`src/hw/rtl/lewt_pkg.sv`:
```
// Shared types, codes and sizes for the lease expiry watchdog table.
`default_nettype none

package lewt_pkg;

  // Default number of lease slots
  localparam int LEASE_SLOTS_DEF = 16;

  // Request function codes
  localparam logic [1:0] F_ADD     = 2'd0;
  localparam logic [1:0] F_TICK    = 2'd1;
  localparam logic [1:0] F_OUTCOME = 2'd2;

  // Result kinds
  localparam logic [1:0] K_ADD     = 2'd0;
  localparam logic [1:0] K_RESUME  = 2'd1;
  localparam logic [1:0] K_SUMMARY = 2'd2;
  localparam logic [1:0] K_OUTCOME = 2'd3;

  // Resume answer codes; anything else counts as failed
  localparam logic [1:0] OC_OK        = 2'd0;
  localparam logic [1:0] OC_NOT_FOUND = 2'd1;

  // Slot state codes
  localparam logic [2:0] ST_EMPTY    = 3'd0;
  localparam logic [2:0] ST_PAUSED   = 3'd1;
  localparam logic [2:0] ST_RESUMING = 3'd2;
  localparam logic [2:0] ST_ROLLED   = 3'd3;
  localparam logic [2:0] ST_FAILED   = 3'd4;

  // Sequencer states
  typedef enum logic [1:0] {
    S_IDLE,
    S_SCAN,
    S_OUTC,
    S_SUM
  } fsm_t;

  // Input request
  typedef struct packed {
    logic [1:0]  func;
    logic [63:0] process_identity;
    logic [63:0] time_ns;
    logic [3:0]  slot_index;
    logic [1:0]  outcome_code;
  } req_t;

  // Result
  typedef struct packed {
    logic [1:0]  kind;
    logic        accepted;
    logic [3:0]  slot;
    logic [63:0] identity_out;
    logic [4:0]  active_count;
    logic [31:0] rollback_count;
    logic [31:0] failure_count;
    logic        last;
  } rsp_t;

endpackage

`default_nettype wire

```
`src/hw/rtl/lease_expiry_watchdog_table.sv`:
```
// Lease expiry watchdog table: slot memories and scan sequencer.
//
//  Channel | Ports                     | Handshake
//  --------+---------------------------+------------------------------------
//  request | start, busy, in_req       | taken when start=1 and busy=0
//  result  | out_valid, out_rsp        | one-cycle strobe, cannot be stalled
//
// Add: refused from idle for zero expiry, else scans until a slot is claimed
// or the last is reached. Tick: scans all slots, then the summary. Outcome:
// reads the named slot, or answers from idle when out of range. The scan reads
// one slot per cycle (registered reads), so the slot count sets its length.
// Reset clears the slot valid bits and counters; no clearing pass is needed.
// Results leave through a register in the cycle after they are formed; the
// receiver cannot stall them.
`default_nettype none

module lease_expiry_watchdog_table #(
  parameter int LEASE_SLOTS = lewt_pkg::LEASE_SLOTS_DEF
) (
  input  wire logic           clk,
  input  wire logic           rst_n,
  input  wire logic           start,
  output logic                busy,
  input  wire lewt_pkg::req_t in_req,
  output logic                out_valid,
  output lewt_pkg::rsp_t      out_rsp
);

  localparam int SLOT_W = (LEASE_SLOTS > 1) ? $clog2(LEASE_SLOTS) : 1;

  lewt_pkg::fsm_t fsm_r, fsm_nxt;
  lewt_pkg::req_t req_r;
  logic [SLOT_W-1:0] idx_r, idx_nxt;

  // Slot memories
  logic [2:0]   st_mem [LEASE_SLOTS];
  logic [127:0] dat_mem [LEASE_SLOTS];
  logic [LEASE_SLOTS-1:0] vld_r;

  logic [2:0]   rd_st_r;
  logic         rd_vld_r;
  logic [127:0] rd_dat_r;

  logic              st_we;
  logic [2:0]        st_wd;
  logic              dat_we;

  logic [4:0]  act_r, act_nxt;
  logic [31:0] roll_r, roll_nxt;
  logic [31:0] fail_r, fail_nxt;

  logic            out_valid_r, out_valid_nxt;
  lewt_pkg::rsp_t  out_rsp_r, out_rsp_nxt;

  logic       accept;
  logic       in_range;
  logic [2:0] cur_st;
  logic       is_last;
  logic       add_hit;
  logic       due;
  logic       oc_hit;

  assign busy      = (fsm_r != lewt_pkg::S_IDLE);
  assign accept    = start && !busy;
  assign in_range  = (32'(in_req.slot_index) < LEASE_SLOTS);
  assign cur_st    = rd_vld_r ? rd_st_r : lewt_pkg::ST_EMPTY;
  assign is_last   = (idx_r == SLOT_W'(LEASE_SLOTS - 1));
  assign add_hit   = (req_r.func == lewt_pkg::F_ADD) && (cur_st == lewt_pkg::ST_EMPTY);
  assign due       = (req_r.func == lewt_pkg::F_TICK) && (cur_st == lewt_pkg::ST_PAUSED) &&
                     (req_r.time_ns >= rd_dat_r[63:0]);
  assign oc_hit    = (cur_st == lewt_pkg::ST_RESUMING);

  // Pick the slot to read next: start of scan or reported slot, then step
  always_comb begin
    idx_nxt = idx_r;
    if (fsm_r == lewt_pkg::S_IDLE) begin
      idx_nxt = (in_req.func == lewt_pkg::F_OUTCOME) ? SLOT_W'(in_req.slot_index) : '0;
    end else if (fsm_r == lewt_pkg::S_SCAN && !is_last) begin
      idx_nxt = idx_r + SLOT_W'(1);
    end
  end

  // Next state
  always_comb begin
    fsm_nxt = fsm_r;
    unique case (fsm_r)
      lewt_pkg::S_IDLE: begin
        if (accept) begin
          priority if (in_req.func == lewt_pkg::F_ADD) begin
            fsm_nxt = (in_req.time_ns != 64'd0) ? lewt_pkg::S_SCAN : lewt_pkg::S_IDLE;
          end else if (in_req.func == lewt_pkg::F_TICK) begin
            fsm_nxt = lewt_pkg::S_SCAN;
          end else if (in_req.func == lewt_pkg::F_OUTCOME) begin
            fsm_nxt = in_range ? lewt_pkg::S_OUTC : lewt_pkg::S_IDLE;
          end else begin
            fsm_nxt = lewt_pkg::S_IDLE;
          end
        end
      end
      lewt_pkg::S_SCAN: begin
        if (req_r.func == lewt_pkg::F_ADD) begin
          if (add_hit || is_last) fsm_nxt = lewt_pkg::S_IDLE;
        end else if (is_last) begin
          fsm_nxt = lewt_pkg::S_SUM;
        end
      end
      lewt_pkg::S_OUTC: fsm_nxt = lewt_pkg::S_IDLE;
      lewt_pkg::S_SUM:  fsm_nxt = lewt_pkg::S_IDLE;
      default:          fsm_nxt = lewt_pkg::S_IDLE;
    endcase
  end

  // Outputs: memory writes, counter updates and the next result
  always_comb begin
    st_we         = 1'b0;
    st_wd         = lewt_pkg::ST_EMPTY;
    dat_we        = 1'b0;
    act_nxt       = act_r;
    roll_nxt      = roll_r;
    fail_nxt      = fail_r;
    out_valid_nxt = 1'b0;
    out_rsp_nxt   = '0;
    unique case (fsm_r)
      lewt_pkg::S_IDLE: begin
        if (accept) begin
          if (in_req.func == lewt_pkg::F_ADD && in_req.time_ns == 64'd0) begin
            out_valid_nxt        = 1'b1;
            out_rsp_nxt.kind     = lewt_pkg::K_ADD;
          end else if (in_req.func == lewt_pkg::F_OUTCOME && !in_range) begin
            out_valid_nxt        = 1'b1;
            out_rsp_nxt.kind     = lewt_pkg::K_OUTCOME;
            out_rsp_nxt.slot     = in_req.slot_index;
          end
        end
      end
      lewt_pkg::S_SCAN: begin
        if (req_r.func == lewt_pkg::F_ADD) begin
          // Claim the first empty slot, or refuse at the end of the table
          if (add_hit) begin
            st_we                    = 1'b1;
            st_wd                    = lewt_pkg::ST_PAUSED;
            dat_we                   = 1'b1;
            act_nxt                  = act_r + 5'd1;
            out_valid_nxt            = 1'b1;
            out_rsp_nxt.kind         = lewt_pkg::K_ADD;
            out_rsp_nxt.accepted     = 1'b1;
            out_rsp_nxt.slot         = 4'(idx_r);
            out_rsp_nxt.identity_out = req_r.process_identity;
          end else if (is_last) begin
            out_valid_nxt            = 1'b1;
            out_rsp_nxt.kind         = lewt_pkg::K_ADD;
          end
        end else if (due) begin
          // Mark an expired paused slot resuming and request its resume
          st_we                    = 1'b1;
          st_wd                    = lewt_pkg::ST_RESUMING;
          act_nxt                  = act_r - 5'd1;
          out_valid_nxt            = 1'b1;
          out_rsp_nxt.kind         = lewt_pkg::K_RESUME;
          out_rsp_nxt.accepted     = 1'b1;
          out_rsp_nxt.slot         = 4'(idx_r);
          out_rsp_nxt.identity_out = rd_dat_r[127:64];
        end
      end
      lewt_pkg::S_OUTC: begin
        out_valid_nxt    = 1'b1;
        out_rsp_nxt.kind = lewt_pkg::K_OUTCOME;
        out_rsp_nxt.slot = req_r.slot_index;
        if (oc_hit) begin
          st_we = 1'b1;
          if (req_r.outcome_code == lewt_pkg::OC_OK ||
              req_r.outcome_code == lewt_pkg::OC_NOT_FOUND) begin
            st_wd    = lewt_pkg::ST_ROLLED;
            roll_nxt = roll_r + 32'd1;
          end else begin
            st_wd    = lewt_pkg::ST_FAILED;
            fail_nxt = fail_r + 32'd1;
          end
          out_rsp_nxt.accepted     = 1'b1;
          out_rsp_nxt.identity_out = rd_dat_r[127:64];
        end
      end
      lewt_pkg::S_SUM: begin
        out_valid_nxt        = 1'b1;
        out_rsp_nxt.kind     = lewt_pkg::K_SUMMARY;
        out_rsp_nxt.accepted = 1'b1;
      end
      default: begin
        out_valid_nxt = 1'b0;
      end
    endcase
    out_rsp_nxt.active_count   = act_nxt;
    out_rsp_nxt.rollback_count = roll_nxt;
    out_rsp_nxt.failure_count  = fail_nxt;
    out_rsp_nxt.last           = (out_rsp_nxt.kind != lewt_pkg::K_RESUME);
  end

  // Control registers
  always_ff @(posedge clk) begin
    if (!rst_n) begin
      fsm_r       <= lewt_pkg::S_IDLE;
      vld_r       <= '0;
      act_r       <= '0;
      roll_r      <= '0;
      fail_r      <= '0;
      out_valid_r <= 1'b0;
    end else begin
      fsm_r       <= fsm_nxt;
      act_r       <= act_nxt;
      roll_r      <= roll_nxt;
      fail_r      <= fail_nxt;
      out_valid_r <= out_valid_nxt;
      if (st_we) vld_r[idx_r] <= 1'b1;
    end
  end

  // Payload registers
  always_ff @(posedge clk) begin
    if (accept) req_r <= in_req;
    idx_r     <= idx_nxt;
    out_rsp_r <= out_rsp_nxt;
  end

  // State memory: write the scanned slot, read the next one
  always_ff @(posedge clk) begin
    if (st_we) st_mem[idx_r] <= st_wd;
    rd_st_r  <= st_mem[idx_nxt];
    rd_vld_r <= vld_r[idx_nxt];
  end

  // Identity and expiry memory
  always_ff @(posedge clk) begin
    if (dat_we) dat_mem[idx_r] <= {req_r.process_identity, req_r.time_ns};
    rd_dat_r <= dat_mem[idx_nxt];
  end

  assign out_valid = out_valid_r;
  assign out_rsp   = out_rsp_r;

  // A result only follows a taken request or a busy cycle
  a_out_cause: assert property (@(posedge clk) disable iff (!rst_n)
    out_valid_r |-> $past(start || busy))
    else $error("result without a request in progress");

  // Resume requests never close a request
  a_resume_not_last: assert property (@(posedge clk) disable iff (!rst_n)
    (out_valid_r && out_rsp_r.kind == lewt_pkg::K_RESUME) |-> !out_rsp_r.last)
    else $error("resume request marked last");

  // The summary state always yields the closing summary
  a_summary: assert property (@(posedge clk) disable iff (!rst_n)
    (fsm_r == lewt_pkg::S_SUM) |=>
      (out_valid_r && out_rsp_r.kind == lewt_pkg::K_SUMMARY && out_rsp_r.last))
    else $error("tick summary missing");

  // Slot memory is written only while a request is being worked
  a_write_busy: assert property (@(posedge clk) disable iff (!rst_n)
    st_we |-> (fsm_r == lewt_pkg::S_SCAN || fsm_r == lewt_pkg::S_OUTC))
    else $error("slot write outside scan or outcome");

endmodule

`default_nettype wire

```
`config.mk`:
```
export PLATFORM = sky130hd
export DESIGN_NAME = lease_expiry_watchdog_table
export DESIGN_NICKNAME = d
export VERILOG_FILES = /design/src/hw/rtl/lewt_pkg.sv /design/src/hw/rtl/lease_expiry_watchdog_table.sv
export SDC_FILE = /design/constraint.sdc
export NUM_CORES = 2
export LEC_CHECK = 0
export BUFFER_PORTS_ARGS = -buffer_cell sky130_fd_sc_hd__buf_2
export CAP_MARGIN = 20
export CELL_PAD_IN_SITES_DETAIL_PLACEMENT = 0
export CELL_PAD_IN_SITES_GLOBAL_PLACEMENT = 2
export CORE_UTILIZATION = 35
export CTS_BUF_LIST = sky130_fd_sc_hd__clkbuf_2
export CTS_CLUSTER_SIZE = 10
export DETAILED_ROUTE_END_ITERATION = 8
export PLACE_DENSITY = 0.73
export SLEW_MARGIN = 0
export SYNTH_ARGS = -nofsm -noshare
export SYNTH_HDL_FRONTEND = slang
export SYNTH_SLANG_ARGS = --single-unit
```
`constraint.sdc`:
```
create_clock -name clk -period 22.6 [get_ports clk]
set_input_delay 3.39 -clock clk [delete_from_list [all_inputs] [get_ports clk]]
set_output_delay 3.39 -clock clk [all_outputs]
set_load 0.05 [all_outputs]
```
==> results_dict.tcl <==
set metrics [dict create \
    cts.repair.resized 0 \
    period_needed_ns 6.91 \
    numCtsBuffers 675 \
    cts_tree "built" \
    endpoint_kind "primary output" \
    syn_inst 7167 \
    synth_ff_type "edfxtp_1" \
    layout.cells.non_filler 12029 \
    core_mm2 0.277 \
    finalHoldViolCount 0 \
    worstSkewPairLatency_ns 2.11 \
    maxCapViolations 0 \
    cts.sink_count 2596 \
    clkTransAtPathRegs_ns 0.10 \
    power_frac_comb_pct 25.8 \
    root_buffer "clkbuf_2" \
    synthesis.nets 7382 \
    num_vias 62745 \
    cp_data_arrival_time_ns 3.52 \
    grt_pass1_wl_um 419000 \
    synth.area.top_cells "edfxtp_1, dfxtp_1, nand2_1, nand3_1, a32oi_1" \
    p_clk_share_pct 26.3 \
    die_w_um 531 \
    overflow 0 \
    globalplace.congestion 0.746 \
    power.density_mw_per_mm2 115 \
    timing.final.crit_share_pct 30.6 \
    first_global_vias 62375 \
    ant_nets 0 \
    cpPeakStageDelay_ns 0.41 \
    cpMostUsedCell "inv_1" \
    p_leak_nw 39.6 \
    ys_types 62 \
    run_status "completed" \
    cts_setup_buffers 0 \
    syn_avg_cell_area_um2 13.7 \
    async_flop_share_pct 0 \
    start_util_pct 35.3 \
    viasPerCell 5.22 \
    synth-seq-cells 2596 \
    cts_buffer_depth 4 \
    irDropWorstVdd_mv 0.158 \
    grt_setup_unrepaired "false" \
    timing.rr.start "req_r[6]" \
    setup_violations 0 \
    grt_usage_pct 20.0 \
    post-synth-top-count-cell "edfxtp_1" \
    portBuffers 280 \
    hp-class "reg2reg" \
    clock.fmax_mhz 145 \
    relSlewSlack_pct 19.2 \
    final_nets 7977 \
    drive_gt1_share_pct 18.9 \
    synth_top_cells_by_count "edfxtp_1, nand2_1, nand3_1, clkbuf_1, dfxtp_1" \
    drt-total-wl_um 291000 \
    synth_edf_count 2231 \
    crit_fanout 9 \
    fin_skew_ns 0.233 \
    yosysSeqAreaShare_pct 75.8 \
    h-tree-depth 6 \
    switching_power_mw 4.66 \
    setup_tns_ns 0 \
    criticalPathCategory "reg2out" \
    power.internal_mw 7.94 \
    hold_path.startpoint "rd_dat_r[94]" \
    ioPinCount 282 \
    drcViolationCount 0 \
    worst_path_max_delay_cell "dfxtp_1" \
    firstDrtPassIters 5 \
    num_rows 193 \
    synth.top_cell.area_share_pct 68.3 \
    post_drt_wl_per_cell_um 24.2 \
    critPathLaunch "fsm_r[0]" \
    slew_viol_final 0 \
    grt_max_degree 170 \
    die_h_um 531 \
    drt_iter0_drc 5365 \
    whs_ns 0.365 \
    dp.cells 10789 \
    start_kind "flip-flop" \
    hold_buffers 0 \
    antenna_found_initial 24 \
    yosys_warnings 0 \
    p_seq_share_pct 47.8 \
    synth_top_area_cell "edfxtp_1" \
    synth.cell_area_mm2 0.0981 \
    syn_to_final_growth_pct 12.1 \
    worstPathRequired_ns 19.21 \
    die_area_mm2 0.282 \
    dp_hpwl_um 138000 \
    p_sw_share_pct 37.0 \
    worstPathCellList "inv_1, ha_1, inv_1, buf_2" \
    worstMarginPinSlew_ns 1.20 \
]
## metrics by stage
| stage | cell area (µm²) | power [mW] | worst slack, ns | utilization [%] |
|---|---|---|---|---|
| 2_1_floorplan | 98100 | 8.19 | 15.36 | - |
| 3_3_place_gp | 103000 | 9.37 | 14.30 | 37.3 |
| 3_5_place_dp | 104000 | 9.39 | 14.24 | 37.3 |
| 4_1_cts | 110000 | 12.7 | 15.37 | 39.6 |
| 5_1_grt | 110000 | 13.3 | 15.47 | 39.6 |
| 6_report | 110000 | 12.6 | 15.69 | 39.6 |
## registers in the layout, summed over array words and instances (netlist names), 3 cells and up
signal,count
fail_r,32
act_r,5
rd_dat_r,128
st_mem,48
rd_st_r,3
out_rsp,141
dat_mem,2048
roll_r,32
idx_r,4
vld_r,16
req_r,135
## layer usage
metal	vias up	share of wire [%]	GRT usage, %
met1	31537	44	27.0
met2	2231	47	32.2
met4	12	3.0	7.55
li1	28479	-	-
met3	486	6.2	3.33
met5	-	0.027	0
## critical path: cells and delay by family, from the launching register on
family	cells	cell delay (ns)
fa+ha+maj	1	0.35
buf+inv	3	0.73
flops	1	0.41
## placed cells by master, fill, tap and decap left out, drive strengths merged, types with 3 or more instances in the layout
| master | synthesis | routed |
|---|---|---|
| a211oi | 247 | 247 |
| edfxtp | 2231 | 2231 |
| ha | 76 | 76 |
| and3 | 287 | 287 |
| o21a | 4 | 4 |
| o21ai | 33 | 33 |
| clkbuf | 423 | 1045 |
| a21oi | 50 | 50 |
| mux2i | 5 | 5 |
| dfxtp | 365 | 365 |
| nand2 | 1806 | 1806 |
| a221oi | 4 | 4 |
| a22o | 63 | 63 |
| buf | 50 | 391 |
| nand3b | 5 | 5 |
| nand4 | 24 | 24 |
| inv | 92 | 126 |
| nor2 | 65 | 65 |
| a32o | 5 | 5 |
| nor4 | 25 | 25 |
| clkinvlp | 0 | 6 |
| a32oi | 212 | 212 |
| a311oi | 37 | 37 |
| xor2 | 23 | 23 |
| nand2b | 3 | 3 |
| or2 | 4 | 4 |
| o22ai | 17 | 17 |
| bufinv | 0 | 5 |
| and2 | 70 | 70 |
| nor2b | 5 | 5 |
| clkinv | 0 | 138 |
| and4 | 8 | 8 |
| xnor2 | 41 | 41 |
| o41ai | 16 | 16 |
| nor3 | 27 | 27 |
| nand3 | 539 | 539 |
| diode | 0 | 11 |
| a31oi | 282 | 282 |
## power by group through the flow
stage | clock network (mW) | logic, mW | registers [mW]
CTS | 3.45 | 3.28 | 6.02
detailed placement | 0 | 3.26 | 6.13
global route | 3.67 | 3.57 | 6.07
floorplan | 0 | 2.15 | 6.04
global placement | 0 | 3.26 | 6.11
finish | 3.32 | 3.25 | 6.02
## cell type report
| type | count | area, µm² |
|---|---|---|
| Antenna cell | 11 | 27.5 |
| Fill cell | 26359 | 168000 |
| Clock buffer | 1045 | 5230 |
| Sequential cell | 2596 | 74300 |
| Timing Repair Buffer | 391 | 2460 |
| Tap cell | 3705 | 4640 |
| Multi-Input combinational cell | 4006 | 21800 |
| Inverter | 92 | 363 |
| Clock inverter | 183 | 1110 |
## cell families (layout without fill, tap and decap cells)
kind of cell / count (synthesis) / in the layout / synth area share, %
compound gates: 982 / 982 / 7.47
xor+xnor: 64 / 64 / 0.572
fa+ha+maj: 76 / 76 / 0.970
buf+inv: 565 / 1711 / 2.21
flops: 2596 / 2596 / 75.8
mux: 7 / 7 / 0.0740
other cells: 0 / 11 / 0
simple gates: 2877 / 2877 / 12.9
## final timing paths
path / slack (ns) / depth (start not counted) / end
min: 0.36 / 1 / out_rsp[100]
max: 15.69 / 4 / busy
max reg2reg: 16.81 / 11 / out_rsp[78]
min reg2reg: 0.36 / 1 / out_rsp[100]
Note: power is estimated with default switching activity, not from simulation.
